### src/rtl/fbpa_pkg.sv
// ============================================================================
// fbpa_pkg - fixed block pool allocator shared definitions
// Types, constants and helpers used by the controller, datapath and top level.
// ============================================================================
`default_nettype none

package fbpa_pkg;

    // Pool geometry
    localparam int MAX_BLOCKS = 64;
    localparam int IDX_W      = $clog2(MAX_BLOCKS);
    localparam int LINK_W     = 7;
    localparam int CNT_W      = 7;
    localparam int POOL_W     = 7;
    localparam int POOL_RESET = 64;

    typedef enum logic {
        CMD_ALLOC = 1'b0,
        CMD_FREE  = 1'b1
    } t_cmd;

    typedef enum logic [1:0] {
        ST_OK    = 2'd0,
        ST_FULL  = 2'd1,
        ST_EMPTY = 2'd2
    } t_status;

    typedef enum logic {
        S_IDLE = 1'b0,
        S_EXEC = 1'b1
    } t_state;

    typedef struct packed {
        t_cmd             cmd;
        logic [IDX_W-1:0] free_index;
    } t_in_word;

    typedef struct packed {
        t_status          status;
        logic [IDX_W-1:0] granted_index;
        logic [CNT_W-1:0] in_use_count;
        logic             pool_full;
    } t_out_word;

    // Commands from the controller to the datapath
    typedef struct packed {
        logic rebuild;
        logic capture;
        logic execute;
    } t_dp_cmd;

    // Limit a pool size write to 1..MAX_BLOCKS
    function automatic logic [POOL_W-1:0] clamp_pool(input logic [POOL_W-1:0] v);
        logic [POOL_W-1:0] r;
        if (v == '0) begin
            r = POOL_W'(1);
        end else if (int'(v) > MAX_BLOCKS) begin
            r = POOL_W'(MAX_BLOCKS);
        end else begin
            r = v;
        end
        return r;
    endfunction

endpackage

`default_nettype wire

### src/rtl/fbpa_ctrl.sv
// ============================================================================
// fbpa_ctrl - allocator controller
// Sequences capture and execute of one command and owns the handshakes.
// ============================================================================
`default_nettype none

module fbpa_ctrl (
    input  wire logic             i_clk,
    input  wire logic             i_rst_n,
    input  wire logic             i_in_valid,
    output logic                  o_in_stall,
    output logic                  o_out_valid,
    input  wire logic             i_out_stall,
    input  wire logic             i_cfg_valid,
    output logic                  o_cfg_ready,
    output fbpa_pkg::t_dp_cmd     o_dp_cmd
);

    fbpa_pkg::t_state r_state, n_state;
    logic             r_out_valid, n_out_valid;
    logic             in_accept;

    always_ff @(posedge i_clk) begin
        if (!i_rst_n) begin
            r_state     <= fbpa_pkg::S_IDLE;
            r_out_valid <= 1'b0;
        end else begin
            r_state     <= n_state;
            r_out_valid <= n_out_valid;
        end
    end

    // Output word slot is free next cycle if empty or being taken now
    always_comb begin
        o_cfg_ready = (r_state == fbpa_pkg::S_IDLE);
        o_in_stall  = !((r_state == fbpa_pkg::S_IDLE) && !i_cfg_valid &&
                        (!r_out_valid || !i_out_stall));
        in_accept   = i_in_valid && !o_in_stall;
        o_dp_cmd.rebuild = i_cfg_valid && o_cfg_ready;
        o_dp_cmd.capture = in_accept;
        o_dp_cmd.execute = (r_state == fbpa_pkg::S_EXEC);
        o_out_valid = r_out_valid;
    end

    always_comb begin
        n_state = r_state;
        unique case (r_state)
            fbpa_pkg::S_IDLE: begin
                if (in_accept) begin
                    n_state = fbpa_pkg::S_EXEC;
                end
            end
            fbpa_pkg::S_EXEC: begin
                n_state = fbpa_pkg::S_IDLE;
            end
            default: begin
                n_state = fbpa_pkg::S_IDLE;
            end
        endcase
    end

    always_comb begin
        if (r_state == fbpa_pkg::S_EXEC) begin
            n_out_valid = 1'b1;
        end else if (!i_out_stall) begin
            n_out_valid = 1'b0;
        end else begin
            n_out_valid = r_out_valid;
        end
    end

endmodule

`default_nettype wire

### src/rtl/fbpa_dp.sv
// ============================================================================
// fbpa_dp - allocator datapath
// Link store, free head, allocated count, pool size and the result register.
// ============================================================================
`default_nettype none

module fbpa_dp (
    input  wire logic                            i_clk,
    input  wire logic                            i_rst_n,
    input  wire fbpa_pkg::t_dp_cmd               i_dp_cmd,
    input  wire fbpa_pkg::t_in_word              i_in_word,
    input  wire logic [fbpa_pkg::POOL_W-1:0]     i_cfg_data,
    output fbpa_pkg::t_out_word                  o_out_word
);

    logic [fbpa_pkg::LINK_W-1:0]     mem [fbpa_pkg::MAX_BLOCKS];
    logic [fbpa_pkg::MAX_BLOCKS-1:0] r_valid;
    logic [fbpa_pkg::LINK_W-1:0]     r_head, n_head;
    logic [fbpa_pkg::CNT_W-1:0]      r_count, n_count;
    logic [fbpa_pkg::POOL_W-1:0]     r_pool;
    fbpa_pkg::t_in_word              r_in;
    logic [fbpa_pkg::LINK_W-1:0]     r_rd_data;
    logic                            r_rd_valid;
    fbpa_pkg::t_out_word             r_out, n_out;
    logic [fbpa_pkg::IDX_W-1:0]      head_slot;
    logic [fbpa_pkg::LINK_W-1:0]     next_link;
    logic                            do_push;

    assign head_slot = r_head[fbpa_pkg::IDX_W-1:0];

    // Entry never written since rebuild links to its successor
    assign next_link = r_rd_valid ? r_rd_data
                     : fbpa_pkg::LINK_W'(head_slot) + fbpa_pkg::LINK_W'(1);

    always_comb begin
        n_head  = r_head;
        n_count = r_count;
        do_push = 1'b0;
        n_out.status        = fbpa_pkg::ST_OK;
        n_out.granted_index = '0;
        if (r_in.cmd == fbpa_pkg::CMD_ALLOC) begin
            if (r_count >= r_pool) begin
                n_out.status = fbpa_pkg::ST_FULL;
            end else begin
                n_out.granted_index = head_slot;
                n_head  = next_link;
                n_count = r_count + fbpa_pkg::CNT_W'(1);
            end
        end else begin
            if (r_count == '0) begin
                n_out.status = fbpa_pkg::ST_EMPTY;
            end else begin
                do_push = 1'b1;
                n_head  = fbpa_pkg::LINK_W'(r_in.free_index);
                n_count = r_count - fbpa_pkg::CNT_W'(1);
            end
        end
        n_out.in_use_count = n_count;
        n_out.pool_full    = (n_count == r_pool);
    end

    // Control state
    always_ff @(posedge i_clk) begin
        if (!i_rst_n) begin
            r_valid <= '0;
            r_head  <= '0;
            r_count <= '0;
            r_pool  <= fbpa_pkg::clamp_pool(fbpa_pkg::POOL_W'(fbpa_pkg::POOL_RESET));
        end else if (i_dp_cmd.rebuild) begin
            r_valid <= '0;
            r_head  <= '0;
            r_count <= '0;
            r_pool  <= fbpa_pkg::clamp_pool(i_cfg_data);
        end else if (i_dp_cmd.execute) begin
            r_head  <= n_head;
            r_count <= n_count;
            if (do_push) begin
                r_valid[r_in.free_index] <= 1'b1;
            end
        end
    end

    // Link store (head read on capture, push on execute), input and result regs
    always_ff @(posedge i_clk) begin
        if (i_dp_cmd.capture) begin
            r_rd_data  <= mem[head_slot];
            r_rd_valid <= r_valid[head_slot];
            r_in       <= i_in_word;
        end
        if (i_dp_cmd.execute && do_push) begin
            mem[r_in.free_index] <= r_head;
        end
        if (i_dp_cmd.execute) begin
            r_out <= n_out;
        end
    end

    assign o_out_word = r_out;

endmodule

`default_nettype wire

### src/rtl/fixed_block_pool_allocator.sv
// ============================================================================
// fixed_block_pool_allocator - free-list pool allocator
// Hands out and takes back equal blocks of a pool, named by index.
// ============================================================================
// Each command (allocate or free) gives one result word. A command has two
// steps: the link store is read at the free head as the command is captured
// (a registered memory read), then head, count and link store are updated
// and the result register is loaded. No new command is taken in the second
// step or while a stalled result waits. Writing the pool size rebuilds the
// free list, as does reset; write it only while no command is in flight.
`default_nettype none

module fixed_block_pool_allocator (
    input  wire logic                        i_clk,
    input  wire logic                        i_rst_n,
    input  wire logic                        i_in_valid,
    output logic                             o_in_stall,
    input  wire fbpa_pkg::t_in_word          i_in_word,
    output logic                             o_out_valid,
    input  wire logic                        i_out_stall,
    output fbpa_pkg::t_out_word              o_out_word,
    input  wire logic                        i_cfg_valid,
    output logic                             o_cfg_ready,
    input  wire logic [fbpa_pkg::POOL_W-1:0] i_cfg_data
);

    fbpa_pkg::t_dp_cmd dp_cmd;

    fbpa_ctrl u_ctrl (
        .i_clk       (i_clk),
        .i_rst_n     (i_rst_n),
        .i_in_valid  (i_in_valid),
        .o_in_stall  (o_in_stall),
        .o_out_valid (o_out_valid),
        .i_out_stall (i_out_stall),
        .i_cfg_valid (i_cfg_valid),
        .o_cfg_ready (o_cfg_ready),
        .o_dp_cmd    (dp_cmd)
    );

    fbpa_dp u_dp (
        .i_clk      (i_clk),
        .i_rst_n    (i_rst_n),
        .i_dp_cmd   (dp_cmd),
        .i_in_word  (i_in_word),
        .i_cfg_data (i_cfg_data),
        .o_out_word (o_out_word)
    );

endmodule

`default_nettype wire
### config.mk
export PLATFORM = sky130hd
export DESIGN_NAME = fixed_block_pool_allocator
export DESIGN_NICKNAME = d
export VERILOG_FILES = /design/src/rtl/fbpa_pkg.sv /design/src/rtl/fbpa_ctrl.sv /design/src/rtl/fbpa_dp.sv /design/src/rtl/fixed_block_pool_allocator.sv
export SDC_FILE = /design/constraint.sdc
export NUM_CORES = 1
export LEC_CHECK = 0
export BUFFER_PORTS_ARGS = -buffer_cell sky130_fd_sc_hd__buf_2
export CAP_MARGIN = 0
export CELL_PAD_IN_SITES_DETAIL_PLACEMENT = 0
export CELL_PAD_IN_SITES_GLOBAL_PLACEMENT = 1
export CORE_MARGIN = 2
export CORE_UTILIZATION = 49
export DETAILED_ROUTE_END_ITERATION = 10
export PLACE_DENSITY = 0.78
export SETUP_SLACK_MARGIN = 0.4
export SYNTH_ARGS = -nofsm -noshare
export SYNTH_HDL_FRONTEND = slang
export SYNTH_SLANG_ARGS = --single-unit
### constraint.sdc
create_clock -name i_clk -period 3.3 [get_ports i_clk]
set_input_delay 0.66 -clock i_clk [delete_from_list [all_inputs] [get_ports i_clk]]
set_output_delay 0.66 -clock i_clk [all_outputs]
set_load 0.02 [all_outputs]
# After elaboration in Yosys (flattened, before gate mapping)
# Memory sizes are Yosys's and may differ from the RTL's. A register that Yosys moved wholly into a read port is not among the register bits.
# Index checks and enable logic that the tools add are counted.
[totals]
reg_bits = 111
ramBits = 448
inputBits = 19
out_inout_bits = 19
word_cells = 70
n_memories = 1
[memory_table]
columns = ["name", "depth", "width", "rd", "rd_clocked_by_memory_dff", "wr", "line_no", "text"]
rows = [
  ["u_dp.mem", 64, 7, 1, 1, 1, "fbpa_dp.sv:16", "logic [fbpa_pkg::LINK_W-1:0] mem [fbpa_pkg::MAX_BLOCKS];"],
]
[classes]
addsub = 3
order_cmp = 5
n_eq_ne = 4
mux = 24
n_bitwise = 3
reduce_logical = 17
[ops]
columns = ["cell", "count"]
rows = [
  ["$or A64 B64 Y64", 1],
  ["$mux W7", 9],
  ["$logic_not A7 Y1", 2],
  ["$lt A6 B7 Y1 const B", 2],
  ["$mux W1", 10],
  ["$add A6 B1 Y7 const B", 1],
  ["$add A7 B1 Y7 const B", 1],
  ["$eq A7 B7 Y1", 1],
  ["$ge A7 B7 Y1", 1],
  ["$gt A7 B7 Y1 const B", 1],
  ["$sub A7 B1 Y7 const B", 1],
  ["$bmux W1 S6", 1],
  ["$demux W1 S6", 1],
  ["$ge A6 B1 Y1 const B", 1],
  ["$logic_and A1 B1 Y1", 6],
  ["$logic_not A1 Y1", 4],
  ["$mux W2", 2],
  ["$ne A2 B1 Y1 const B", 2],
  ["$reduce_or A2 Y1", 2],
  ["$reduce_and A3 Y1", 1],
  ["$ne A2 B2 Y1 const B", 1],
  ["$not A1 Y1", 2],
  ["$pmux W1 S2", 1],
  ["$reduce_and A2 Y1", 1],
  ["$logic_or A1 B1 Y1", 1],
]

# Longest topological paths before layout
[logic_depth]
ltp_word = 6
depth_mapped = 12
ltp_nobuf = 9

# By module
# From an unflattened synthesis, not the netlist that was laid out.
[hier_totals]
cells_unflattened = 1114
hier_area_um2 = 20014.2
[by_module_without_submodules]
columns = ["module", "instances", "cells_per_inst", "area_each_um2"]
rows = [
  ["fbpa_dp", 1, 1102, 19907.8],
  ["fbpa_ctrl", 1, 12, 106.4],
]

# Worst setup path before layout
# Ideal clock, no wire load.
[synth_timing]
path_type = "reg2reg"
start = "reg u_dp.r_head[1] (netlist name)"
end = "reg u_dp.r_rd_data[0] (netlist name) (read register of u_dp.mem), data pin"
t_arrival_ns = 3.262
required_time_ns = 3.028
setup_slack_ns = -0.234
path_stages_with_launch = 7
path_buffers = 3
synth_period_minus_slack_ns = 3.534
cell_sequence = "dfxtp_1 clkbuf_1 clkbuf_1 buf_1 mux4_2 mux4_2 mux4_2"
[synth_rtl]
columns = ["element", "line_no", "text"]
rows = [
  ["start, declared", "fbpa_dp.sv:18", "logic [fbpa_pkg::LINK_W-1:0] r_head, n_head;"],
  ["start signal, assigned", "fbpa_dp.sv:75", "r_head <= n_head;"],
  ["end, declared", "fbpa_dp.sv:22", "logic [fbpa_pkg::LINK_W-1:0] r_rd_data;"],
]

==> out/summary.json <==
{
  "run_status": {
    "outcome": "completed"
  },
  "setup_path": {
    "path_delay_family": "compound AO/OA/AOI/OAI gates",
    "critical_path_required_ps": 3610,
    "critical_path.n_buffers_inverters": 1,
    "crit_cells": 9,
    "r2r-start": "u_dp.r_pool[1]",
    "critical_path.slowest_cell": "a211oi_4",
    "slowest_delay_ps": 410,
    "worst_ep_arrival_time_ps": 3010,
    "critical_path.startpoint_type": "register",
    "setup.worst_path.class": "reg2reg",
    "sort_of_element_at_the_end_of_the_critical_path": "register",
    "critical_path.cell_chain": "inv_1, ha_1, a21oi_1, o21ai_1, a211oi_4, mux2_2, mux2_1, nand4bb_1, nor4_1",
    "worst-path-max-fanout": 6,
    "critPathLaunch": "u_dp.r_pool[1]",
    "ff2ff_path_depth": 9
  },
  "cts": {
    "tritoncts": "done",
    "worst_setup_hold_path_clk_slew_ps": 60,
    "clock_root_buffer_master": "clkbuf_16",
    "cts.path.max_buffers": 3,
    "cts.sinks": 500,
    "cts-buffers-inserted": 50,
    "clock_tree.htree_level_count": 2,
    "clock_latency_of_the_later_clocked_register_in_the_worst_skew_pair_ps": 580
  },
  "power": {
    "power_per_cell_area_nw_per_um2": 552,
    "peakVddDrop_uv": 376,
    "leakage_nw": 7.62
  },
  "grt": {
    "grt_pass1_wl_um": 63600,
    "number_of_antenna_violations_at_the_first_check_in_global_routing": 0,
    "grt_max_degree": 67,
    "grt_usage": 0.206,
    "vias_in_the_first_global_route": 10200,
    "globalRoute.totalOverflow": 0
  },
  "floorplanning": {
    "initial_standard_cell_utilization_of_the_core": 0.498,
    "floorplan.io_pins": 38,
    "die-width_um": 205,
    "core.rowCount": 73,
    "die_height_um": 205,
    "placeableCoreArea_um2": 39900,
    "design.die.area_um2": 42200
  },
  "synthesis": {
    "synth.avg_cell_area_um2": 18.1,
    "syn_inst": 1098,
    "postSynthNetCount": 1127,
    "netlist.area_leader.share": 0.625,
    "ys_ff_latch": 500,
    "ys.warnings.count": 0,
    "synth_largest_area_cell": "edfxtp_1",
    "synth_edf_count": 414,
    "asyncSetResetFlopFracSynth": 0,
    "synth_top_flop_cell": "edfxtp_1",
    "yosysUniqueCellTypes": 50,
    "synth_area_um2": 19900,
    "synthTopCellsByArea": "edfxtp_1 63%, mux4_2 17%, dfxtp_1 8.7%",
    "synth.yosys.seq_area_share": 0.712
  },
  "timing": {
    "grt_setup_unrepaired": "false",
    "timing.clock.skew_ps": 14.9,
    "setup_violations": 0,
    "min_period_ps": 2700,
    "fmaxAchievable_ghz": 0.370,
    "final.setup.tns_ps": 0,
    "worstMarginPinSlew_ps": 1040,
    "worst_slack_setup_final_ps": 599,
    "finalCritPeriodShare": 0.819,
    "count_of_final_hold_check_violations": 0,
    "final-max-slew-violation-count": 0,
    "timing.slew.headroom": 0.304,
    "finalHoldWorstSlack_ps": 269
  },
  "finish": {
    "layout-drive-gt1-share": 0.294,
    "antennaDiodeCount": 0,
    "nNetsFinal": 1246,
    "instances_no_fill": 1782,
    "finalCoreUtilization": 0.575,
    "flow.area_growth_from_synthesis_pct": 15.4
  },
  "route": {
    "via_count": 10300,
    "routed_wire_length_per_instance_um": 23.6,
    "via_per_inst": 5.78,
    "route.antenna.remaining_nets": 0,
    "drt-total-wl_um": 42100,
    "drt_first_pass_iters": 7,
    "first_iter_violations": 960,
    "remaining_drc_errors": 0
  },
  "flow_run": {
    "max-cap-violations": 0
  },
  "worst_hold_path": {
    "min_from": "i_in_word[6]",
    "whs_path_depth": 1,
    "hold_crit_class": "in2reg"
  },
  "placed_design": {
    "pre_cts_ws_ps": 425,
    "dpl.hpwl_um": 26600,
    "gp_congestion": 0.837,
    "place_inst": 1684,
    "port_buffers": 37
  }
}
[repair_timing]
action / CTS / global route
gates resized for setup: 1 / 6
cloned: 0 / 0
pin swaps: 0 / 1
setup endpoints to repair: 1 / 56
hold buffers: 0 / 0
setup buffers: 0 / 6
[cell type report]
type / count / area [um^2]
fillers: 2935 / 17000
multi-input cells: 523 / 5430
clock inverters: 27 / 273
flip-flops and latches: 500 / 14200
repair buffers: 132 / 1060
inverters: 10 / 37.5
well taps: 525 / 657
clock buffers: 65 / 1330
[cell usage in the layout (no fill, tap or decap), types with 3 or more instances in the layout]
cell type	synthesis	final
nand3b_1	4	4
and2_1	9	9
mux4_2	147	147
buf_12	0	13
ha_1	10	10
dfxtp_1	86	79
nand2_1	31	30
clkinvlp_4	0	3
xor2_1	9	9
edfxtp_1	414	414
mux2i_1	7	7
o21ai_0	8	8
clkbuf_1	39	13
dfxtp_4	0	4
and3_1	6	6
xnor2_1	9	9
bufinv_16	0	5
inv_1	10	10
buf_4	4	81
nor2b_1	6	6
buf_2	12	37
a211oi_1	4	3
nor4_1	3	3
a21oi_1	22	22
a22oi_1	4	4
nor3b_1	4	4
clkbuf_16	0	50
o21a_1	32	32
nor2_1	159	157
dfxtp_2	0	3
o211ai_1	3	3
nand3_1	10	9
clkinv_2	0	9
nor3_1	5	5
o21ai_1	5	5
clkinv_1	0	8
[final timing paths]
path / slack [ps] / end
setup reg to reg: 600 / u_dp.o_out_word[0]
setup / recovery: 600 / u_dp.o_out_word[0]
hold / removal: 270 / u_dp.r_in[6]
hold reg to reg: 460 / u_dp.r_valid[38]
[flip-flops by register name, summed over array words and instances, names as in the netlist, 6 cells and up]
register	cells
u_dp.r_pool	7
u_dp.r_head	6
u_dp.r_rd_data	6
u_dp.r_in	7
u_dp.r_count	7
u_dp.mem	384
u_dp.o_out_word	16
u_dp.r_valid	64
[where the power goes]
group | switching [W] | total [W] | internal (W)
registers | 0.0000293 | 0.00681 | 0.00678
logic | 0.000174 | 0.000283 | 0.000109
clock network | 0.00234 | 0.00557 | 0.00323
total | 0.00254 | 0.0127 | 0.0101
[per-stage QoR]
| stage | total power [W] | cell area (um^2) |
|---|---|---|
| final | 0.0127 | 23000 |
| after global routing | 0.0130 | 23000 |
| after CTS | 0.0128 | 22900 |
| after detailed placement | 0.00722 | 21300 |
| after global placement | 0.00722 | 21300 |
| after floorplan | 0.00712 | 19900 |
[logic make-up after synthesis]
family	synth area share
muxes	0.172
and+or+nand+nor	0.0544
buffers and inverters	0.0172
AOI/OAI and AO/OA	0.0303
DFF	0.712
adders and majority gates	0.00629
xor gates and xnor gates	0.00793
[routing by layer]
| layer | part of all wire | GRT usage | vias to the layer above |
|---|---|---|---|
| li1 | - | - | 4565 |
| met1 | 0.43 | 0.296 | 5340 |
| met2 | 0.48 | 0.325 | 330 |
| met3 | 0.064 | 0.0398 | 59 |
| met4 | 0.024 | 0.0604 | 0 |
| met5 | 0 | 0 | - |
[cells in the mapped netlist (all sizes together) (5+ instances only)]
library cell / number
o21ai: 13
xnor2: 9
nand3: 10
mux4: 147
nand2: 31
o21a: 32
xor2: 9
inv: 10
nor2b: 6
ha: 10
clkbuf: 39
and3: 6
nor3b: 5
and2: 9
dfxtp: 86
edfxtp: 414
buf: 26
a21oi: 22
nor2: 159
nor3: 5
mux2i: 7
Power figures use the tool's default switching activity.
